$ cat src/rtl/bdq_pkg.sv
// shared constants, codes and types of the bounded deque engine
package bdq_pkg;

    localparam int CAPACITY = 16;
    localparam int AW       = $clog2(CAPACITY);
    localparam int CW       = $clog2(CAPACITY + 1);

    // operation codes
    localparam logic [3:0] FN_CREATE  = 4'd0;
    localparam logic [3:0] FN_PUSH_F  = 4'd1;
    localparam logic [3:0] FN_PUSH_B  = 4'd2;
    localparam logic [3:0] FN_INSERT  = 4'd3;
    localparam logic [3:0] FN_POP_F   = 4'd4;
    localparam logic [3:0] FN_POP_B   = 4'd5;
    localparam logic [3:0] FN_DELETE  = 4'd6;
    localparam logic [3:0] FN_REVERSE = 4'd7;
    localparam logic [3:0] FN_DUMP    = 4'd8;
    localparam logic [3:0] FN_DESTROY = 4'd9;

    // status codes
    localparam logic [2:0] ST_OK     = 3'd0;
    localparam logic [2:0] ST_NOLIST = 3'd1;
    localparam logic [2:0] ST_EMPTY  = 3'd2;
    localparam logic [2:0] ST_FULL   = 3'd3;
    localparam logic [2:0] ST_NOKEY  = 3'd4;
    localparam logic [2:0] ST_SINGLE = 3'd5;

    typedef struct packed {
        logic          we;
        logic [AW-1:0] waddr;
        logic [31:0]   wdata;
        logic [AW-1:0] raddr;
    } t_mem_req;

    typedef struct packed {
        logic          present;
        logic [CW-1:0] count;
        logic          busy;
    } t_stat;

endpackage

$ cat src/rtl/bdq_if.sv
// handshake channels of the bounded deque engine

interface bdq_in_if;
    logic               valid;
    logic               ready;
    logic [3:0]         func;
    logic signed [31:0] key_in;

    modport source (output valid, output func, output key_in, input ready);
    modport sink (input valid, input func, input key_in, output ready);
endinterface

interface bdq_out_if;
    logic               valid;
    logic               ready;
    logic [2:0]         status;
    logic signed [31:0] key_out;
    logic [3:0]         position;
    logic               last;

    modport source (output valid, output status, output key_out, output position,
                    output last, input ready);
    modport sink (input valid, input status, input key_out, input position,
                  input last, output ready);
endinterface

$ cat src/rtl/bdq_ram.sv
// generic ram, one write port and one registered read port
module bdq_ram #(
    parameter int W = 32,
    parameter int D = 16
) (
    input  logic                 i_clk,
    input  logic                 i_we,
    input  logic [$clog2(D)-1:0] i_waddr,
    input  logic [W-1:0]         i_wdata,
    input  logic [$clog2(D)-1:0] i_raddr,
    output logic [W-1:0]         o_rdata
);
    logic [W-1:0] r_mem [D];

    // write and registered read
    always_ff @(posedge i_clk) begin
        if (i_we) begin
            r_mem[i_waddr] <= i_wdata;
        end
        o_rdata <= r_mem[i_raddr];
    end
endmodule

$ cat src/rtl/bdq_core.sv
// sequencer of the deque engine: decode, search, shift, dump and result register
module bdq_core (
    input  logic              i_clk,
    input  logic              i_rst_n,
    bdq_in_if.sink            i_in,
    bdq_out_if.source         o_out,
    output bdq_pkg::t_mem_req o_mem,
    input  logic [31:0]       i_rdata,
    output bdq_pkg::t_stat    o_stat
);
    import bdq_pkg::*;

    typedef enum logic [3:0] {
        S_IDLE, S_SRCH_RD, S_SRCH_CMP, S_SHU_RD, S_SHU_WR, S_PUT, S_RM_RD, S_RM_DAT,
        S_SHD_RD, S_SHD_WR, S_DMP_RD, S_DMP_OUT, S_RESP
    } t_state;

    t_state        r_state;
    logic          r_present;
    logic          r_rev;
    logic [CW-1:0] r_count;
    logic [CW-1:0] r_idx;
    logic [CW-1:0] r_pos;
    logic [CW-1:0] r_j;
    logic [3:0]    r_func;
    logic [31:0]   r_key;
    logic [2:0]    r_rst;
    logic [31:0]   r_rkey;
    logic          r_ov;
    logic [2:0]    r_ost;
    logic [31:0]   r_okey;
    logic [3:0]    r_opos;
    logic          r_olast;
    logic          w_ofree;
    logic          w_oload;
    logic [CW-1:0] w_phys;
    logic [CW-1:0] w_jm1;
    logic [CW-1:0] w_jp1;

    // storage place of a list index, the list may be held back to front
    function automatic logic [CW-1:0] f_phys(input logic rev, input logic [CW-1:0] cnt,
                                             input logic [CW-1:0] i);
        return rev ? (cnt - i - CW'(1)) : i;
    endfunction

    // storage slot opened by an insert before list index i
    function automatic logic [CW-1:0] f_ins(input logic rev, input logic [CW-1:0] cnt,
                                            input logic [CW-1:0] i);
        return rev ? (cnt - i) : i;
    endfunction

    assign w_ofree = !r_ov || o_out.ready;
    assign w_oload = ((r_state == S_DMP_OUT) || (r_state == S_RESP)) && w_ofree;

    // addresses next to the current walk position
    assign w_phys = f_phys(r_rev, r_count, r_idx);
    assign w_jm1  = r_j - CW'(1);
    assign w_jp1  = r_j + CW'(1);

    assign i_in.ready     = (r_state == S_IDLE);
    assign o_out.valid    = r_ov;
    assign o_out.status   = r_ost;
    assign o_out.key_out  = r_okey;
    assign o_out.position = r_opos;
    assign o_out.last     = r_olast;

    assign o_stat.present = r_present;
    assign o_stat.count   = r_count;
    assign o_stat.busy    = (r_state != S_IDLE);

    // memory port selection
    always_comb begin
        o_mem.we    = 1'b0;
        o_mem.waddr = r_j[AW-1:0];
        o_mem.wdata = i_rdata;
        o_mem.raddr = '0;
        case (r_state)
            S_SRCH_RD, S_DMP_RD, S_DMP_OUT: o_mem.raddr = w_phys[AW-1:0];
            S_SHU_RD: o_mem.raddr = w_jm1[AW-1:0];
            S_SHU_WR, S_SHD_WR: o_mem.we = 1'b1;
            S_PUT: begin
                o_mem.we    = 1'b1;
                o_mem.waddr = r_pos[AW-1:0];
                o_mem.wdata = r_key;
            end
            S_RM_RD: o_mem.raddr = r_pos[AW-1:0];
            S_SHD_RD: o_mem.raddr = w_jp1[AW-1:0];
            default: o_mem.raddr = '0;
        endcase
    end

    // state, list bookkeeping and result register
    always_ff @(posedge i_clk) begin
        if (!i_rst_n) begin
            r_state   <= S_IDLE;
            r_present <= 1'b0;
            r_rev     <= 1'b0;
            r_count   <= '0;
            r_ov      <= 1'b0;
        end else begin
            if (w_oload) begin
                r_ov <= 1'b1;
            end else if (o_out.ready) begin
                r_ov <= 1'b0;
            end
            case (r_state)
                S_IDLE: begin
                    if (i_in.valid) begin
                        r_func  <= i_in.func;
                        r_key   <= i_in.key_in;
                        r_idx   <= '0;
                        r_j     <= r_count;
                        r_rst   <= ST_OK;
                        r_rkey  <= '0;
                        r_state <= S_RESP;
                        if (i_in.func > FN_DESTROY) begin
                            r_rst <= ST_OK;
                        end else if (i_in.func == FN_CREATE) begin
                            r_present <= 1'b1;
                            r_count   <= '0;
                            r_rev     <= 1'b0;
                        end else if (!r_present) begin
                            r_rst <= ST_NOLIST;
                        end else begin
                            case (i_in.func)
                                FN_PUSH_F, FN_PUSH_B, FN_INSERT: begin
                                    if (r_count == CW'(CAPACITY)) begin
                                        r_rst <= ST_FULL;
                                    end else if (i_in.func == FN_PUSH_F) begin
                                        r_pos   <= f_ins(r_rev, r_count, '0);
                                        r_state <= S_SHU_RD;
                                    end else if (i_in.func == FN_PUSH_B
                                                 || r_count == '0) begin
                                        r_pos   <= f_ins(r_rev, r_count, r_count);
                                        r_state <= S_SHU_RD;
                                    end else begin
                                        r_state <= S_SRCH_RD;
                                    end
                                end
                                FN_POP_F, FN_POP_B: begin
                                    if (r_count == '0) begin
                                        r_rst <= ST_EMPTY;
                                    end else begin
                                        r_pos <= f_phys(r_rev, r_count,
                                                        (i_in.func == FN_POP_F) ? '0
                                                        : r_count - CW'(1));
                                        r_state <= S_RM_RD;
                                    end
                                end
                                FN_DELETE: begin
                                    if (r_count == '0) begin
                                        r_rst <= ST_EMPTY;
                                    end else begin
                                        r_state <= S_SRCH_RD;
                                    end
                                end
                                FN_REVERSE: begin
                                    if (r_count == '0) begin
                                        r_rst <= ST_EMPTY;
                                    end else if (r_count == CW'(1)) begin
                                        r_rst <= ST_SINGLE;
                                    end else begin
                                        r_rev <= !r_rev;
                                    end
                                end
                                FN_DUMP: begin
                                    if (r_count == '0) begin
                                        r_rst <= ST_EMPTY;
                                    end else begin
                                        r_state <= S_DMP_RD;
                                    end
                                end
                                default: begin
                                    r_present <= 1'b0;
                                    r_count   <= '0;
                                    r_rev     <= 1'b0;
                                end
                            endcase
                        end
                    end
                end
                S_SRCH_RD: r_state <= S_SRCH_CMP;
                // compare one stored key per visit
                S_SRCH_CMP: begin
                    if (r_func == FN_INSERT) begin
                        if ($signed(i_rdata) > $signed(r_key)) begin
                            r_pos   <= f_ins(r_rev, r_count, r_idx);
                            r_state <= S_SHU_RD;
                        end else if (r_idx == r_count - CW'(1)) begin
                            r_pos   <= f_ins(r_rev, r_count, r_count);
                            r_state <= S_SHU_RD;
                        end else begin
                            r_idx   <= r_idx + CW'(1);
                            r_state <= S_SRCH_RD;
                        end
                    end else begin
                        if (i_rdata == r_key) begin
                            r_rkey  <= i_rdata;
                            r_j     <= f_phys(r_rev, r_count, r_idx);
                            r_state <= S_SHD_RD;
                        end else if (r_idx == r_count - CW'(1)) begin
                            r_rst   <= ST_NOKEY;
                            r_state <= S_RESP;
                        end else begin
                            r_idx   <= r_idx + CW'(1);
                            r_state <= S_SRCH_RD;
                        end
                    end
                end
                // open a slot by moving entries up
                S_SHU_RD: r_state <= (r_j > r_pos) ? S_SHU_WR : S_PUT;
                S_SHU_WR: begin
                    r_j     <= r_j - CW'(1);
                    r_state <= S_SHU_RD;
                end
                S_PUT: begin
                    r_count <= r_count + CW'(1);
                    r_state <= S_RESP;
                end
                // fetch the removed key
                S_RM_RD: r_state <= S_RM_DAT;
                S_RM_DAT: begin
                    r_rkey  <= i_rdata;
                    r_j     <= r_pos;
                    r_state <= S_SHD_RD;
                end
                // close the gap by moving entries down
                S_SHD_RD: begin
                    if (r_j + CW'(1) < r_count) begin
                        r_state <= S_SHD_WR;
                    end else begin
                        r_count <= r_count - CW'(1);
                        r_state <= S_RESP;
                    end
                end
                S_SHD_WR: begin
                    r_j     <= r_j + CW'(1);
                    r_state <= S_SHD_RD;
                end
                // dump one word per stored key
                S_DMP_RD: r_state <= S_DMP_OUT;
                S_DMP_OUT: begin
                    if (w_ofree) begin
                        r_ost   <= ST_OK;
                        r_okey  <= i_rdata;
                        r_opos  <= 4'(r_idx);
                        r_olast <= (r_idx == r_count - CW'(1));
                        if (r_idx == r_count - CW'(1)) begin
                            r_state <= S_IDLE;
                        end else begin
                            r_idx   <= r_idx + CW'(1);
                            r_state <= S_DMP_RD;
                        end
                    end
                end
                S_RESP: begin
                    if (w_ofree) begin
                        r_ost   <= r_rst;
                        r_okey  <= r_rkey;
                        r_opos  <= '0;
                        r_olast <= 1'b1;
                        r_state <= S_IDLE;
                    end
                end
                default: r_state <= S_IDLE;
            endcase
        end
    end
endmodule

$ cat src/rtl/bounded_deque_sorted_list_engine_unit.sv
// top level of the bounded deque and sorted list engine
// Usage:
//   i_in carries one command word (func, key_in); o_out returns result words
//   (status, key_out, position, last). A word moves when valid and ready are high.
//   Keys sit in one ram of CAPACITY entries; a reverse only flips the read order.
// Command steps:
//   create, destroy, reverse, errors and unknown codes: straight to the result.
//   push front/back: a read and a write per entry moved to open the slot, then
//   the key is written. pop: the removed key is read, then a read and a write
//   per entry moved to close the gap. Sorted insert and delete first read and
//   compare stored keys before the shift. dump: a read and a result word per key.
//   Each step makes one access of the ram read port. A new command is taken once
//   the previous one is finished.
// Reset: no list exists, count is zero; ram contents are not cleared and
//   are never read before written.
// Stall: a finished word waits in the output register; the engine stops while that
//   register is full and not taken by ready, and it needs to place another word.
module bounded_deque_sorted_list_engine_unit (
    input  logic      i_clk,
    input  logic      i_rst_n,
    bdq_in_if.sink    i_in,
    bdq_out_if.source o_out
);
    import bdq_pkg::*;

    t_mem_req    w_mem;
    t_stat       w_stat;
    logic [31:0] w_rdata;

    // command sequencer
    bdq_core u_core (
        .i_clk   (i_clk),
        .i_rst_n (i_rst_n),
        .i_in    (i_in),
        .o_out   (o_out),
        .o_mem   (w_mem),
        .i_rdata (w_rdata),
        .o_stat  (w_stat)
    );

    // key storage
    bdq_ram #(.W(32), .D(CAPACITY)) u_ram (
        .i_clk   (i_clk),
        .i_we    (w_mem.we),
        .i_waddr (w_mem.waddr),
        .i_wdata (w_mem.wdata),
        .i_raddr (w_mem.raddr),
        .o_rdata (w_rdata)
    );

`ifndef SYNTH
    a_count_bound: assert property (@(posedge i_clk) disable iff (!i_rst_n)
        w_stat.count <= CW'(CAPACITY))
        else $error("element count above capacity");

    a_nolist_empty: assert property (@(posedge i_clk) disable iff (!i_rst_n)
        !w_stat.present |-> w_stat.count == '0)
        else $error("elements held with no list");

    a_accept_busy: assert property (@(posedge i_clk) disable iff (!i_rst_n)
        i_in.valid && i_in.ready |=> w_stat.busy)
        else $error("accepted word did not start work");
`endif
endmodule
$ cat src/flat_wrapper.sv
// flat-port wrapper written by rule: the top's interface ports become plain ports
module bounded_deque_sorted_list_engine_unit_flat import bdq_pkg::*;
  (i_clk, i_rst_n, i_in_valid, i_in_func, i_in_key_in, i_in_ready, o_out_valid, o_out_status, o_out_key_out, o_out_position, o_out_last, o_out_ready);
  bdq_in_if i_in_i ();
  bdq_out_if o_out_i ();
  input  logic i_clk;
  input  logic i_rst_n;
  input wire logic [$bits(i_in_i.valid)-1:0] i_in_valid;
  input wire logic [$bits(i_in_i.func)-1:0] i_in_func;
  input wire logic [$bits(i_in_i.key_in)-1:0] i_in_key_in;
  output wire logic [$bits(i_in_i.ready)-1:0] i_in_ready;
  output wire logic [$bits(o_out_i.valid)-1:0] o_out_valid;
  output wire logic [$bits(o_out_i.status)-1:0] o_out_status;
  output wire logic [$bits(o_out_i.key_out)-1:0] o_out_key_out;
  output wire logic [$bits(o_out_i.position)-1:0] o_out_position;
  output wire logic [$bits(o_out_i.last)-1:0] o_out_last;
  input wire logic [$bits(o_out_i.ready)-1:0] o_out_ready;
  assign i_in_i.valid = i_in_valid;
  assign i_in_i.func = i_in_func;
  assign i_in_i.key_in = i_in_key_in;
  assign i_in_ready = i_in_i.ready;
  assign o_out_valid = o_out_i.valid;
  assign o_out_status = o_out_i.status;
  assign o_out_key_out = o_out_i.key_out;
  assign o_out_position = o_out_i.position;
  assign o_out_last = o_out_i.last;
  assign o_out_i.ready = o_out_ready;
  bounded_deque_sorted_list_engine_unit u_core (.i_clk(i_clk), .i_rst_n(i_rst_n), .i_in(i_in_i), .o_out(o_out_i));
endmodule
$ cat config.mk
export PLATFORM = sky130hd
export DESIGN_NAME = bounded_deque_sorted_list_engine_unit_flat
export DESIGN_NICKNAME = d
export VERILOG_FILES = /design/src/rtl/bdq_pkg.sv /design/src/rtl/bdq_if.sv /design/src/rtl/bdq_ram.sv /design/src/rtl/bdq_core.sv /design/src/rtl/bounded_deque_sorted_list_engine_unit.sv /design/src/flat_wrapper.sv
export SDC_FILE = /design/constraint.sdc
export NUM_CORES = 1
export LEC_CHECK = 0
export BUFFER_PORTS_ARGS = -buffer_cell sky130_fd_sc_hd__buf_2
export CAP_MARGIN = 20
export CORE_ASPECT_RATIO = 0.8
export CORE_UTILIZATION = 60
export CTS_BUF_LIST = sky130_fd_sc_hd__clkbuf_8
export CTS_CLUSTER_DIAMETER = 50
export DETAILED_ROUTE_END_ITERATION = 7
export PLACE_DENSITY = 0.77
export SYNTH_ARGS = -nofsm -noshare
export SYNTH_HDL_FRONTEND = slang
export SYNTH_SLANG_ARGS = --single-unit
$ cat constraint.sdc
create_clock -name i_clk -period 17.65 [get_ports i_clk]
set_input_delay 0.8825 -clock i_clk [delete_from_list [all_inputs] [get_ports i_clk]]
set_output_delay 0.8825 -clock i_clk [all_outputs]
set_load 0.02 [all_outputs]
==> impl_metrics.yaml <==
status:
  status: "finished, final reports clean"
layout:
  final_cell_area_um2: 33500
  register_area_um2: 20000
  syn2layout_area_growth_pct: 10.8
  fillers: 3490
  multi_input_area_um2: 9540
  finalNonFillerCells: 2894
  layout-drive-gt1-share: 0.155
  diodes: 0
  final_nets: 2231
clock_tree:
  cts_hold_buf: 0
  cts_tree: "done"
  cts_root_buffer: "clkbuf_8"
  cts_sinks: 682
  cts.path.max_buffers: 3
  htreeDepth: 3
  post_cts_resize_count: 0
  clock_latency_ns: 0.71
  numCtsBuffers: 103
  clk_pin_slew_ns: 0.06
  cts_setup_buffers: 0
sta:
  period_needed_ns: 4.78
  max-slew-margin-rel: 0.201
  fin_crit_sh: 0.271
  fmax_ghz: 0.209
  setup_violations: 0
  tightest_slew_ns: 1.20
  worst_slack_ns: 12.87
  skew_ns: 0.0366
  fin_setup_tns_ns: 0
  slew_violations: 0
  rsz0062_at_grt: "false"
  hold_viol: 0
route:
  drt_iter0_drc: 1789
  remaining_drc_errors: 0
  viasPerCell: 6.08
  dr.pass1.iters: 6
  num_vias: 17604
  wl_per_cell_um: 24.3
  wl_mm: 70.4
  final_antenna_net_count: 0
floorplanning:
  die_w_um: 253
  core_um2: 49700
  row_count: 73
  fp.dieArea_um2: 51200
  ios: 82
  fp.dieH_um: 203
  start_util: 0.608
synthesis:
  async_reset_ff_frac: 0
  yosys_warnings: 0
  syn_avg_cell_area_um2: 15.2
  synth-edff-count: 638
  synth_cells: 1992
  ys_seq_area_frac: 0.663
  synthDistinctLibCells: 86
  synth-seq-cells: 682
  synthFlopType: "edfxtp_1"
  synth_area_um2: 30200
  syn-num-nets: 2086
critical_path:
  crit_fanout: 158
  rr_worst_depth: 11
  crit_type: "reg -> reg"
  crit_top_cell: "mux2i_1"
  worst_setup_path_end_kind: "register"
  cp_slowest_stage_delay_ns: 0.82
  required_ns: 18.20
  path_cells: "inv_1 > ha_1 > nand2_1 > o21ai_0 > a222oi_1 > buf_4 > buf_12 > mux2i_1 > mux2i_1 > mux2i_1 > mux2i_1"
  cp_slowest_cell: "buf_12"
  crit_arrival_ns: 5.32
  cp-start-kind: "register"
placement:
  dpl_cell_area_um2: 31600
  dp_cells: 2707
  dpl_worst_slack_ns: 13.07
  place_congestion: 0.960
  dp_hpwl_mm: 40.3
  port_buffers: 81
grt:
  grt_pass1_wl_mm: 105
  grt.overflow.total: 0
  track_usage: 0.279
  grt_max_degree: 159
  grt_antenna_before_repair: 2
  grt_pass1_vias: 17189
hold_path:
  min_path_type: "in -> reg"
  hold_depth: 1
power_and_ir_drop:
  p_per_area_nw_per_um2: 168
  leakage_nw: 14.4
  peakVddDrop_v: 0.000151
run:
  maxCapViolCount: 0
## report_power, final
| group | internal (W) | switching (W) | total [W] | leakage [nW] |
|---|---|---|---|---|
| Combinational | 0.000834 | 0.00127 | 0.00211 | 7.10 |
| Clock | 0.000605 | 0.000589 | 0.00119 | 1.13 |
| Sequential | 0.00220 | 0.000139 | 0.00234 | 6.14 |
| Total | 0.00364 | 0.00200 | 0.00564 | 14.4 |
## through the flow
| stage | total power (W) | hold slack [ns] | util |
|---|---|---|---|
| floorplan | 0.00385 | 0.496 | - |
| global placement | 0.00438 | 0.513 | 0.635 |
| detailed placement | 0.00444 | 0.517 | 0.635 |
| CTS | 0.00564 | 0.304 | 0.674 |
| global route | 0.00590 | 0.307 | 0.674 |
| finish | 0.00564 | 0.357 | 0.674 |
## layout make-up
cell class / instances / area share
sequential: 682 / 0.599
multi-input combinational: 1145 / 0.285
clock buffer: 114 / 0.0469
timing repair buffer: 147 / 0.0276
tap: 675 / 0.0252
clock inverter: 73 / 0.0101
inverter: 58 / 0.00650
## critical path: cells and delay by family (launching register included)
family | cells | cell delay [ns]
AOI/OAI and AO/OA | 2 | 0.54
adders and majority gates | 1 | 0.46
buffers and inverters | 3 | 1.88
DFF | 1 | 0.66
muxes | 4 | 0.71
and+or+nand+nor | 1 | 0.10
## kinds of logic (layout without fill, tap and decap cells)
logic type | after synthesis | after routing | synth area share
simple gates | 318 | 318 | 0.0532
buf+inv | 165 | 392 | 0.0265
fa+ha+maj | 54 | 54 | 0.0226
flops | 682 | 682 | 0.663
mux | 519 | 519 | 0.173
xor+xnor | 24 | 24 | 0.00882
compound gates | 230 | 230 | 0.0521
## cells in the final DEF, fill, tap and decap left out, types with 5 or more instances in the layout
cell        Yosys  routed
edfxtp_1      638     638
mux2i_1       487     487
clkbuf_8        0     114
inv_1          55     102
buf_2          21      83
nand2_1        81      80
o21ai_0        66      65
buf_4          35      61
nor2_1         74      56
ha_1           53      53
dfxtp_1        44      44
a21oi_1        42      42
and2_1         38      38
mux2_2         32      32
nor3_1         22      22
nand3_1        19      19
nor2_4          0      18
clkinv_1        1      15
xnor2_1        14      14
nor2b_1        14      14
nand2b_1       13      13
nand4_1        13      13
a31oi_1         9       9
a22oi_1         8       8
o211ai_1        7       7
and3_1          8       7
nor4_1          7       7
a21boi_0        7       7
xor2_1          6       6
o21a_1          6       6
o32a_1          6       6
nor3b_1         6       6
a211oi_1        6       6
a2bb2oi_1       5       5
or3_1           5       5
clkinv_2        0       5
clkinvlp_4      0       5
## cells in the mapped netlist (5+ instances only)
library cell	n	share of area
edfxtp_1	638	0.63
mux2i_1	487	0.16
nand2_1	81	0.010
nor2_1	74	0.0092
o21ai_0	66	0.011
inv_1	55	0.0068
ha_1	53	0.022
dfxtp_1	44	0.029
a21oi_1	42	0.0070
clkbuf_1	41	0.0051
and2_1	38	0.0079
buf_4	35	0.0087
mux2_2	32	0.012
nor3_1	22	0.0036
buf_2	21	0.0035
nand3_1	19	0.0031
nor2b_1	14	0.0029
xnor2_1	14	0.0041
nand2b_1	13	0.0027
nand4_1	13	0.0027
a31oi_1	9	0.0019
a22oi_1	8	0.0020
and3_1	8	0.0017
a21boi_0	7	0.0017
buf_1	7	0.00087
nor4_1	7	0.0014
o211ai_1	7	0.0017
a211oi_1	6	0.0015
nor3b_1	6	0.0015
o21a_1	6	0.0015
o32a_1	6	0.0020
xor2_1	6	0.0017
a2bb2oi_1	5	0.0014
or3_1	5	0.0010
## routing by layer
layer | global-route usage | wire, um | vias up
li1 | - | - | 7947
met1 | 0.408 | 31300 | 8731
met2 | 0.431 | 32500 | 794
met3 | 0.0508 | 5320 | 132
met4 | 0.0779 | 1400 | 0
met5 | 0 | 0 | -
## registers in the layout, indices dropped and copies added, names as in the netlist
signal and cells:
u_core.u_core.r_idx 5, u_core.u_core.o_out.last 1, u_core.u_core.r_present 1, u_core.u_core.r_count 5, u_core.u_ram.o_rdata 32, u_core.u_core.r_j 5
u_core.u_core.o_out.position 4, u_core.u_core.o_out.key_out 32, u_core.u_core.o_out.valid 1, u_core.u_core.r_state 4, u_core.u_core.r_rev 1, u_core.u_ram.r_mem 512
u_core.u_core.r_func 4, u_core.u_core.r_rst 3, u_core.u_core.r_rkey 32, u_core.u_core.o_out.status 3, u_core.u_core.r_key 32, u_core.u_core.r_pos 5
## final timing paths
path | from | end | slack (ns)
worst max-delay path | u_core.u_core.r_count[0] | u_core.u_ram.o_rdata[26] | 12.87
worst min-delay path | i_in_key_in[3] | u_core.u_core.r_key[3] | 0.36
worst max register to register | u_core.u_core.r_count[0] | u_core.u_ram.o_rdata[26] | 12.87
worst min register to register | u_core.u_core.r_rst[1] | u_core.u_core.o_out.status[1] | 0.54
Note: power is estimated with default switching activity, not from simulation.
